==> src/rtl/assert_macros.svh <==
// ---------------------------------------------------------------------------
// Assertion macros
// Shared concurrent assertion wrappers for the serve motor sequencer RTL.
// ---------------------------------------------------------------------------
`ifndef ASSERT_MACROS_SVH
`define ASSERT_MACROS_SVH

// Checked on every rising edge of aclk, switched off while aresetn is low.
`define SMSEQ_ASSERT(label, prop, msg) \
    label: assert property (@(posedge aclk) disable iff (!aresetn) prop) else $error(msg);

// Checked on every rising edge of aclk, also during reset.
`define SMSEQ_ASSERT_ALWAYS(label, prop, msg) \
    label: assert property (@(posedge aclk) prop) else $error(msg);

`endif

==> src/rtl/smseq_pkg.sv <==
// ---------------------------------------------------------------------------
// smseq_pkg
// Types, codes and constants shared by the serve motor sequencer modules.
// ---------------------------------------------------------------------------
`default_nettype none

package smseq_pkg;

    localparam int WIND_SPEED       = 1000;
    localparam int HOME_SPEED       = 1500;
    localparam int TICK_COUNT_BITS  = 16;
    localparam int ANGLE_FRAC_BITS  = 4;

    localparam int ANGLE_BITS = 13;
    localparam int VALUE_BITS = 16;
    localparam int ROT_BITS   = 17;
    localparam int CFG_BITS   = 16;
    localparam int CFG_COUNT  = 8;
    localparam int CFG_IDX_BITS = $clog2(CFG_COUNT);

    localparam logic [ANGLE_BITS-1:0] FULL_TURN = ANGLE_BITS'(360 << ANGLE_FRAC_BITS);
    localparam logic [ANGLE_BITS-1:0] HALF_TURN = ANGLE_BITS'(180 << ANGLE_FRAC_BITS);

    localparam logic signed [VALUE_BITS-1:0] CUR_LIMIT_POS = 16'sd16384;
    localparam logic signed [VALUE_BITS-1:0] CUR_LIMIT_NEG = -16'sd16384;
    localparam logic signed [VALUE_BITS-1:0] CHARGE_RPM    = VALUE_BITS'(WIND_SPEED);
    localparam logic signed [VALUE_BITS-1:0] RETURN_RPM    = VALUE_BITS'(-HOME_SPEED);

    // Phase codes
    localparam logic [2:0] PH_IDLE   = 3'd0;
    localparam logic [2:0] PH_LOWER  = 3'd1;
    localparam logic [2:0] PH_WIND   = 3'd2;
    localparam logic [2:0] PH_DELAY  = 3'd3;
    localparam logic [2:0] PH_STRIKE = 3'd4;
    localparam logic [2:0] PH_RETURN = 3'd5;

    // Motor command modes
    localparam logic [1:0] MODE_NONE    = 2'd0;
    localparam logic [1:0] MODE_CURRENT = 2'd1;
    localparam logic [1:0] MODE_VEL     = 2'd2;
    localparam logic [1:0] MODE_POS     = 2'd3;

    // Arm commands
    localparam logic [1:0] ARM_NONE  = 2'd0;
    localparam logic [1:0] ARM_LOWER = 2'd1;
    localparam logic [1:0] ARM_RAISE = 2'd2;

    // Configuration register indexes
    localparam logic [CFG_IDX_BITS-1:0] CFG_WIND_TARGET      = 3'd0;
    localparam logic [CFG_IDX_BITS-1:0] CFG_CHARGE_THRESHOLD = 3'd1;
    localparam logic [CFG_IDX_BITS-1:0] CFG_STRIKE_ROTATION  = 3'd2;
    localparam logic [CFG_IDX_BITS-1:0] CFG_RETURN_THRESHOLD = 3'd3;
    localparam logic [CFG_IDX_BITS-1:0] CFG_ARM_TIMEOUT      = 3'd4;
    localparam logic [CFG_IDX_BITS-1:0] CFG_DELAY_TICKS      = 3'd5;
    localparam logic [CFG_IDX_BITS-1:0] CFG_STRIKE_TIMEOUT   = 3'd6;
    localparam logic [CFG_IDX_BITS-1:0] CFG_HIT_CURRENT      = 3'd7;

    typedef struct packed {
        logic                  trigger_event;
        logic                  abort_event;
        logic                  arm_ready_event;
        logic                  angle_valid;
        logic [ANGLE_BITS-1:0] motor_angle;
    } in_t;

    typedef struct packed {
        logic [1:0]                   motor_mode;
        logic signed [VALUE_BITS-1:0] motor_value;
        logic [1:0]                   arm_command;
        logic [2:0]                   phase;
    } out_t;

    typedef struct packed {
        logic [ANGLE_BITS-1:0]        wind_target;
        logic [ANGLE_BITS-1:0]        charge_threshold;
        logic [15:0]                  strike_rotation;
        logic [ANGLE_BITS-1:0]        return_threshold;
        logic [15:0]                  arm_timeout_ticks;
        logic [15:0]                  delay_ticks;
        logic [15:0]                  strike_timeout_ticks;
        logic signed [VALUE_BITS-1:0] hit_current;
    } cfg_t;

endpackage

`default_nettype wire

==> src/rtl/smseq_cfg_regs.sv <==
// ---------------------------------------------------------------------------
// smseq_cfg_regs
// Configuration register file with reset defaults and indexed writes.
// ---------------------------------------------------------------------------
`default_nettype none

module smseq_cfg_regs (
    input  wire logic                              aclk,
    input  wire logic                              aresetn,
    input  wire logic                              cfg_we,
    input  wire logic [smseq_pkg::CFG_IDX_BITS-1:0] cfg_index,
    input  wire logic [smseq_pkg::CFG_BITS-1:0]     cfg_wdata,
    output smseq_pkg::cfg_t                         cfg
);
    import smseq_pkg::*;

    cfg_t cfg_reg;
    cfg_t cfg_next;

    always_comb begin
        cfg_next = cfg_reg;
        if (cfg_we) begin
            unique case (cfg_index)
                CFG_WIND_TARGET:      cfg_next.wind_target          = cfg_wdata[ANGLE_BITS-1:0];
                CFG_CHARGE_THRESHOLD: cfg_next.charge_threshold     = cfg_wdata[ANGLE_BITS-1:0];
                CFG_STRIKE_ROTATION:  cfg_next.strike_rotation      = cfg_wdata;
                CFG_RETURN_THRESHOLD: cfg_next.return_threshold     = cfg_wdata[ANGLE_BITS-1:0];
                CFG_ARM_TIMEOUT:      cfg_next.arm_timeout_ticks    = cfg_wdata;
                CFG_DELAY_TICKS:      cfg_next.delay_ticks          = cfg_wdata;
                CFG_STRIKE_TIMEOUT:   cfg_next.strike_timeout_ticks = cfg_wdata;
                CFG_HIT_CURRENT:      cfg_next.hit_current          = cfg_wdata;
                default:              cfg_next = cfg_reg;
            endcase
        end
    end

    always_ff @(posedge aclk) begin
        if (!aresetn) begin
            cfg_reg.wind_target          <= 13'd3840;
            cfg_reg.charge_threshold     <= 13'd80;
            cfg_reg.strike_rotation      <= 16'd7200;
            cfg_reg.return_threshold     <= 13'd80;
            cfg_reg.arm_timeout_ticks    <= 16'd1000;
            cfg_reg.delay_ticks          <= 16'd60;
            cfg_reg.strike_timeout_ticks <= 16'd400;
            cfg_reg.hit_current          <= -16'sd16384;
        end else begin
            cfg_reg <= cfg_next;
        end
    end

    assign cfg = cfg_reg;

endmodule

`default_nettype wire

==> src/rtl/smseq_core.sv <==
// ---------------------------------------------------------------------------
// smseq_core
// Phase sequencer state and the per-tick next-state and command logic.
// ---------------------------------------------------------------------------
`default_nettype none

module smseq_core (
    input  wire logic            aclk,
    input  wire logic            aresetn,
    input  wire logic            step,
    input  wire smseq_pkg::in_t  tick,
    input  wire smseq_pkg::cfg_t cfg,
    output smseq_pkg::out_t      result
);
    import smseq_pkg::*;

    logic [2:0]                 phase_reg, phase_next;
    logic [TICK_COUNT_BITS-1:0] ticks_reg, ticks_next;
    logic [ROT_BITS-1:0]        rot_reg, rot_next;
    logic [ANGLE_BITS-1:0]      prev_reg, prev_next;
    logic                       trig_pend_reg, trig_pend_next;
    logic                       arm_pend_reg, arm_pend_next;

    logic [ANGLE_BITS-1:0]        angle;
    logic [ANGLE_BITS-1:0]        charge;
    logic [ANGLE_BITS:0]          rem_diff;
    logic [ANGLE_BITS-1:0]        rem;
    logic [ANGLE_BITS:0]          ccw_diff;
    logic [ANGLE_BITS-1:0]        ccw_step;
    logic [ROT_BITS:0]            rot_sum;
    logic [ROT_BITS-1:0]          rot_upd;
    logic [TICK_COUNT_BITS-1:0]   ticks_inc;
    logic signed [VALUE_BITS-1:0] strike_value;

    // Angles are reduced modulo the full circle; one subtraction suffices for 13 bits.
    assign angle  = (tick.motor_angle >= FULL_TURN) ? tick.motor_angle - FULL_TURN
                                                    : tick.motor_angle;
    assign charge = (cfg.wind_target >= FULL_TURN) ? cfg.wind_target - FULL_TURN
                                                   : cfg.wind_target;

    assign rem_diff = {1'b0, charge} - {1'b0, angle};
    assign rem      = rem_diff[ANGLE_BITS] ? ANGLE_BITS'(rem_diff + {1'b0, FULL_TURN})
                                           : rem_diff[ANGLE_BITS-1:0];

    assign ccw_diff = {1'b0, prev_reg} - {1'b0, angle};
    assign ccw_step = ccw_diff[ANGLE_BITS] ? ANGLE_BITS'(ccw_diff + {1'b0, FULL_TURN})
                                           : ccw_diff[ANGLE_BITS-1:0];

    // Steps of half a turn or more are taken as clockwise and ignored.
    assign rot_sum = {1'b0, rot_reg} + (ROT_BITS+1)'(ccw_step);
    always_comb begin
        if (ccw_step >= HALF_TURN) begin
            rot_upd = rot_reg;
        end else if (rot_sum[ROT_BITS]) begin
            rot_upd = '1;
        end else begin
            rot_upd = rot_sum[ROT_BITS-1:0];
        end
    end

    assign ticks_inc = (ticks_reg == '1) ? ticks_reg : ticks_reg + TICK_COUNT_BITS'(1);

    always_comb begin
        if (cfg.hit_current > CUR_LIMIT_POS) begin
            strike_value = CUR_LIMIT_POS;
        end else if (cfg.hit_current < CUR_LIMIT_NEG) begin
            strike_value = CUR_LIMIT_NEG;
        end else begin
            strike_value = cfg.hit_current;
        end
    end

    always_comb begin
        phase_next     = phase_reg;
        ticks_next     = ticks_reg;
        rot_next       = rot_reg;
        prev_next      = prev_reg;
        trig_pend_next = trig_pend_reg | tick.trigger_event;
        arm_pend_next  = arm_pend_reg | tick.arm_ready_event;
        result.motor_mode  = MODE_NONE;
        result.motor_value = '0;
        result.arm_command = ARM_NONE;

        if (tick.abort_event && (phase_reg != PH_IDLE)) begin
            phase_next = PH_RETURN;
            ticks_next = '0;
            prev_next  = angle;
            result.arm_command = ARM_RAISE;
        end else begin
            unique case (phase_reg)
                PH_LOWER: begin
                    ticks_next = ticks_inc;
                    if (arm_pend_next) begin
                        arm_pend_next = 1'b0;
                        phase_next    = PH_WIND;
                        ticks_next    = '0;
                    end else if (32'(ticks_inc) > 32'(cfg.arm_timeout_ticks)) begin
                        phase_next = PH_WIND;
                        ticks_next = '0;
                    end
                end
                PH_WIND: begin
                    ticks_next = ticks_inc;
                    if (tick.angle_valid) begin
                        if (rem < cfg.charge_threshold) begin
                            result.motor_mode  = MODE_POS;
                            result.motor_value = VALUE_BITS'(charge);
                            phase_next = PH_DELAY;
                            ticks_next = '0;
                        end else begin
                            result.motor_mode  = MODE_VEL;
                            result.motor_value = CHARGE_RPM;
                        end
                    end
                end
                PH_DELAY: begin
                    ticks_next = ticks_inc;
                    result.motor_mode  = MODE_POS;
                    result.motor_value = VALUE_BITS'(charge);
                    if (32'(ticks_inc) >= 32'(cfg.delay_ticks)) begin
                        phase_next = PH_STRIKE;
                        ticks_next = '0;
                        rot_next   = '0;
                        prev_next  = angle;
                    end
                end
                PH_STRIKE: begin
                    ticks_next = ticks_inc;
                    if (tick.angle_valid) begin
                        rot_next  = rot_upd;
                        prev_next = angle;
                        if ((rot_upd >= ROT_BITS'(cfg.strike_rotation)) ||
                            (32'(ticks_inc) >= 32'(cfg.strike_timeout_ticks))) begin
                            phase_next = PH_RETURN;
                            ticks_next = '0;
                            result.arm_command = ARM_RAISE;
                        end else begin
                            result.motor_mode  = MODE_CURRENT;
                            result.motor_value = strike_value;
                        end
                    end
                end
                PH_RETURN: begin
                    ticks_next = ticks_inc;
                    if (tick.angle_valid) begin
                        if (angle < cfg.return_threshold) begin
                            result.motor_mode  = MODE_POS;
                            result.motor_value = '0;
                            phase_next = PH_IDLE;
                            ticks_next = '0;
                        end else begin
                            result.motor_mode  = MODE_VEL;
                            result.motor_value = RETURN_RPM;
                        end
                    end
                end
                default: begin
                    // Idle, and any code that should never occur.
                    phase_next = PH_IDLE;
                    if (trig_pend_next) begin
                        trig_pend_next = 1'b0;
                        arm_pend_next  = 1'b0;
                        phase_next     = PH_LOWER;
                        ticks_next     = '0;
                        result.arm_command = ARM_LOWER;
                    end
                end
            endcase
        end
        result.phase = phase_next;
    end

    always_ff @(posedge aclk) begin
        if (!aresetn) begin
            phase_reg     <= PH_IDLE;
            ticks_reg     <= '0;
            rot_reg       <= '0;
            prev_reg      <= '0;
            trig_pend_reg <= 1'b0;
            arm_pend_reg  <= 1'b0;
        end else if (step) begin
            phase_reg     <= phase_next;
            ticks_reg     <= ticks_next;
            rot_reg       <= rot_next;
            prev_reg      <= prev_next;
            trig_pend_reg <= trig_pend_next;
            arm_pend_reg  <= arm_pend_next;
        end
    end

endmodule

`default_nettype wire

==> src/rtl/serve_motor_sequencer.sv <==
// ---------------------------------------------------------------------------
// serve_motor_sequencer
// Six-phase serve motor and catch arm sequencer, one control tick per transaction.
// ---------------------------------------------------------------------------
// Each input transaction is one control tick and yields exactly one result
// transaction. A tick is captured in an input register, the sequencer state is
// updated from it as the command lands in a result register, so the block takes
// one tick per clock cycle when the output is not stalled, and a result is
// presented on the m_ channel from that result register. While a finished
// result waits for m_ready, the input register can still take one more tick,
// after which s_ready stays low. Configuration registers are written through
// cfg_we, cfg_index and cfg_wdata and should only be changed while no tick is
// in flight.
`default_nettype none

module serve_motor_sequencer (
    input  wire logic                               aclk,
    input  wire logic                               aresetn,
    input  wire logic                               s_valid,
    output logic                                    s_ready,
    input  wire smseq_pkg::in_t                     s_data,
    output logic                                    m_valid,
    input  wire logic                               m_ready,
    output smseq_pkg::out_t                         m_data,
    input  wire logic                               cfg_we,
    input  wire logic [smseq_pkg::CFG_IDX_BITS-1:0] cfg_index,
    input  wire logic [smseq_pkg::CFG_BITS-1:0]     cfg_wdata
);
    import smseq_pkg::*;

    `include "assert_macros.svh"

    in_t  in_data_reg;
    logic in_valid_reg, in_valid_next;
    out_t out_data_reg;
    logic out_valid_reg, out_valid_next;

    cfg_t cfg;
    out_t result;
    logic step;
    logic take;

    smseq_cfg_regs u_cfg (
        .aclk      (aclk),
        .aresetn   (aresetn),
        .cfg_we    (cfg_we),
        .cfg_index (cfg_index),
        .cfg_wdata (cfg_wdata),
        .cfg       (cfg)
    );

    smseq_core u_core (
        .aclk    (aclk),
        .aresetn (aresetn),
        .step    (step),
        .tick    (in_data_reg),
        .cfg     (cfg),
        .result  (result)
    );

    // A held tick moves on whenever the result register is free or being emptied.
    assign step    = in_valid_reg && (!out_valid_reg || m_ready);
    assign s_ready = !in_valid_reg || step;
    assign take    = s_valid && s_ready;

    assign in_valid_next  = take || (in_valid_reg && !step);
    assign out_valid_next = step || (out_valid_reg && !m_ready);

    always_ff @(posedge aclk) begin
        if (!aresetn) begin
            in_valid_reg  <= 1'b0;
            out_valid_reg <= 1'b0;
        end else begin
            in_valid_reg  <= in_valid_next;
            out_valid_reg <= out_valid_next;
        end
    end

    always_ff @(posedge aclk) begin
        if (take) begin
            in_data_reg <= s_data;
        end
        if (step) begin
            out_data_reg <= result;
        end
    end

    assign m_valid = out_valid_reg;
    assign m_data  = out_data_reg;

    `SMSEQ_ASSERT(a_take_fills_stage, take |=> in_valid_reg, "accepted tick not held")
    `SMSEQ_ASSERT(a_step_gives_result, step |=> m_valid, "tick advanced without a result")
    `SMSEQ_ASSERT(a_phase_legal, m_valid |-> (m_data.phase <= PH_RETURN), "illegal phase code")
    `SMSEQ_ASSERT(a_raise_in_return,
        (m_valid && (m_data.arm_command == ARM_RAISE)) |-> (m_data.phase == PH_RETURN),
        "raise outside return")
    `SMSEQ_ASSERT(a_lower_in_lower,
        (m_valid && (m_data.arm_command == ARM_LOWER)) |-> (m_data.phase == PH_LOWER),
        "lower outside lower phase")
    `SMSEQ_ASSERT_ALWAYS(a_reset_empty, !$past(aresetn) |-> (!m_valid && s_ready),
        "pipeline not empty after reset")

endmodule

`default_nettype wire
==> config.mk <==
export PLATFORM = sky130hd
export DESIGN_NAME = serve_motor_sequencer
export DESIGN_NICKNAME = d
export VERILOG_FILES = /design/src/rtl/smseq_pkg.sv /design/src/rtl/smseq_cfg_regs.sv /design/src/rtl/smseq_core.sv /design/src/rtl/serve_motor_sequencer.sv
export VERILOG_INCLUDE_DIRS = /design/src /design/src/rtl
export SDC_FILE = /design/constraint.sdc
export NUM_CORES = 1
export LEC_CHECK = 0
export BUFFER_PORTS_ARGS = -buffer_cell sky130_fd_sc_hd__buf_2
export CORE_ASPECT_RATIO = 0.7
export CORE_MARGIN = 4
export CORE_UTILIZATION = 30
export CTS_CLUSTER_DIAMETER = 80
export DETAILED_ROUTE_END_ITERATION = 12
export SLEW_MARGIN = 20
export SYNTH_ARGS = -nofsm -noshare
export SYNTH_HDL_FRONTEND = slang
export SYNTH_SLANG_ARGS = --single-unit
==> constraint.sdc <==
create_clock -name aclk -period 7.8 [get_ports aclk]
set_input_delay 1.56 -clock aclk [delete_from_list [all_inputs] [get_ports aclk]]
set_output_delay 1.56 -clock aclk [all_outputs]
set_load 0.01 [all_outputs]
==> metrics.txt <==
outcome finished clean; Final TNS setup 0 ns; Critical Path RT approximately 8 ns; Synth Instances approximately 1700; Top FF cell, synth dfxtp_1; initial antenna violation count 2; CTS tree built; drt pass-1 iters 5; clk root buf clkbuf_16; Final Hold Fails 0; crit share post-route 0.945; share of cells above drive strength 1 0.123; Fmax achieved 0.136 GHz; CP max-delay cell or4_4; first-pass GRT wire length 63300 um; DRT iter0 DRCs between 1000 and 1500; Post-Synth XOR/XNOR Area 0.0388; worst min path class reg2reg; CTS Hold Bufs 0; Via Count 12178; Simple-Gate Fraction of Synth Area 0.205; io pins between 60 and 70; minimum clock period around 7.4 ns; clock buffer count from CTS 26; Final Power 3.03 mW; die area 47800 um2; number of enable flip-flop cells after synthesis 40; Rows between 60 and 70; Post-Synth Adder-Cell Area 0.126; largest family of logic cells by synthesized area compound AO/OA/AOI/OAI gates; max-cap violation count 0; critical path capture point m_data[9]$_SDFFCE_PP0P_; ys async rst share 0; CP Capture Type register; r2r setup slk 0.43 ns; gr ovfl total 0; Sinks on Clock Net between 200 and 250; via/cell ratio 5.23; Final Setup Violations 0; FF-to-FF path depth 33; # nets final 1885; initial core utilization 0.304; synth warn 0; Clock Path Buffers 3; area grow syn2layout 16.7%; count leader, synth nand2_1; Avg Cell Area, Syn 8.01 um2; number of global-route vias before repair 11489; kind of critical path reg2reg; Synth top area share 0.259; Placer Congestion 0.932; crit path DAT 7.78 ns; max FFs per register 119; clk_lat worst skew 0.54 ns; wire per inst between 15 and 20 um; Die W about 260 um; synthesized area approximately 13000 um2; reg2reg end m_data[9]$_SDFFCE_PP0P_; VDD IR max 165 uV; Synth cell types 78; Antenna Nets Post-Route 0; Worst Tran Pin Value 1.09 ns; Static Leak 6.15 nW; Area contributors post-synth dfxtp_1, ha_1, nand2_1, edfxtp_1, a21oi_1; Die Height between 150 and 200 um; post-synthesis sequential area ratio 0.350; PwrDens 196 nW/um2; Synth Area in Compound Gates 0.206; GR Util All Layers 0.165; headroom to the max-slew limit 0.276; Startpoint Class register; Post-route DRC 0; CP max stage delay 0.56 ns; area of placed instances 14300 um2; largest net degree at the start of global routing 90; synthesized flop and latch total 212; Clk pin slew, worst setup/hold paths 0.06 ns; mux cell area share after synthesis 0.0126; cell taking the most area after synthesis dfxtp_1; Synth top cells by count nand2_1, dfxtp_1, a21oi_1; core area roughly 44000 um2; Port Buffer Count 65; Total Wirelength 40900 um; Most common cell on crit path nand2_1; Mapped Nets between 1500 and 2000; Worst Skew 0.0177 ns; CP Max Fanout 7; RR Startpoint in_data_reg[0]$_DFFE_PP_; depth of the CTS H-tree 1; CP startpoint in_data_reg[0]$_DFFE_PP_; Final Max Tran Viols 0; dpl hpwl 29500 um; Finished Cell Area 15500 um2
[area by class of cell]
type	instances	area, um2
antenna	1	2.50
clock buffer	40	786
clock inverter	6	38.8
fill	4510	28200
inverter	136	510
multi-input combinational	1232	8110
sequential	212	4640
tap	594	743
timing repair buffer	107	664
[critical path: cells and delay by family, from the launching register on]
kind                       cells  cell delay (ns)
and+or+nand+nor               13             3.10
muxes                          1             0.24
DFF                            1             0.38
xor gates and xnor gates       1             0.09
adders and majority gates      3             0.91
buffers and inverters          3             0.45
AOI/OAI and AO/OA             12             2.05
[layer usage]
metal	GRT usage	vias to the layer above	wire (um)
met1	0.235	5808	19200
met2	0.258	387	17700
met4	0.0418	0	1000
met5	0	-	0
met3	0.0306	59	2970
li1	-	5924	-
[cell usage in the layout, fill, tap and decap left out, types with 5 or more instances in the layout]
master     count
a21boi_0      15
a31oi_1       10
xnor2_1       42
nor2_2         5
nand2b_1      25
dfxtp_1      172
a211oi_1      11
o211ai_1      44
edfxtp_1      40
buf_4         39
a21oi_2        6
nand3_1       37
or3_1          8
clkbuf_1       8
nand4_1       17
o21ai_0       56
nor2b_1       28
a22o_1         5
ha_1         122
a21o_1        25
inv_1        132
o21a_1        11
a21oi_1      145
and3_1         8
mux2_2         6
buf_2         65
nor3_1        24
a32o_1        14
o2111ai_1      7
clkbuf_16     28
o21bai_1       5
nand2_1      330
a31oi_2        7
xor2_1        14
nor2_1        79
mux2i_1        9
[cell families (layout without fill, tap and decap cells)]
family,Yosys count,after routing
AO/OA/AOI/OAI,422,422
XOR/XNOR,58,58
buffers and inverters,215,289
flip-flops,212,212
other,0,1
adder cells (fa/ha/maj),133,133
multiplexers,16,16
AND/OR/NAND/NOR,603,603
[worst min path at each step]
| stage | slack (ns) | start | endpoint | cells after the start |
|---|---|---|---|---|
| final | 0.45 | u_cfg.cfg[83]$_SDFFE_PN0P_ | u_cfg.cfg[83]$_SDFFE_PN0P_ | 2 |
| after global routing | 0.47 | u_cfg.cfg[64]$_SDFFE_PN0P_ | u_cfg.cfg[64]$_SDFFE_PN0P_ | 2 |
| after CTS | 0.45 | u_cfg.cfg[45]$_SDFFE_PN0P_ | u_cfg.cfg[45]$_SDFFE_PN0P_ | 2 |
| after detailed placement | 0.45 | u_cfg.cfg[45]$_SDFFE_PN0P_ | u_cfg.cfg[45]$_SDFFE_PN0P_ | 2 |
| after global placement | 0.44 | u_cfg.cfg[58]$_SDFFE_PN0P_ | u_cfg.cfg[58]$_SDFFE_PN0P_ | 2 |
| after floorplan | 0.44 | u_cfg.cfg[100]$_SDFFE_PN0P_ | u_cfg.cfg[100]$_SDFFE_PN0P_ | 2 |
[stage by stage]
stage               utilization  setup slack [ns]  hold slack, ns  std cells
floorplan                     -            0.0120           0.436       1659
global placement          0.327             0.111           0.442       2271
detailed placement        0.327           0.00485           0.447       2271
CTS                       0.346            0.0166           0.455       2317
global route              0.354           -0.0687           0.470       2327
finish                    0.355             0.429           0.454       2328
[timing repair]
action | CTS | global route
resized for setup | 1 | 57
gates cloned | 0 | 2
pin swaps | 1 | 16
buffers inserted | 0 | 8
endpoints found under the setup margin | 7 | 36
[power by group]
part / total (mW) / switching [mW] / leakage (nW) / internal, mW
Combinational: 0.682 / 0.410 / 3.97 / 0.272
Clock: 1.18 / 0.487 / 0.405 / 0.692
Sequential: 1.17 / 0.0253 / 1.78 / 1.15
No activity file was read; power rests on OpenSTA's default activity.
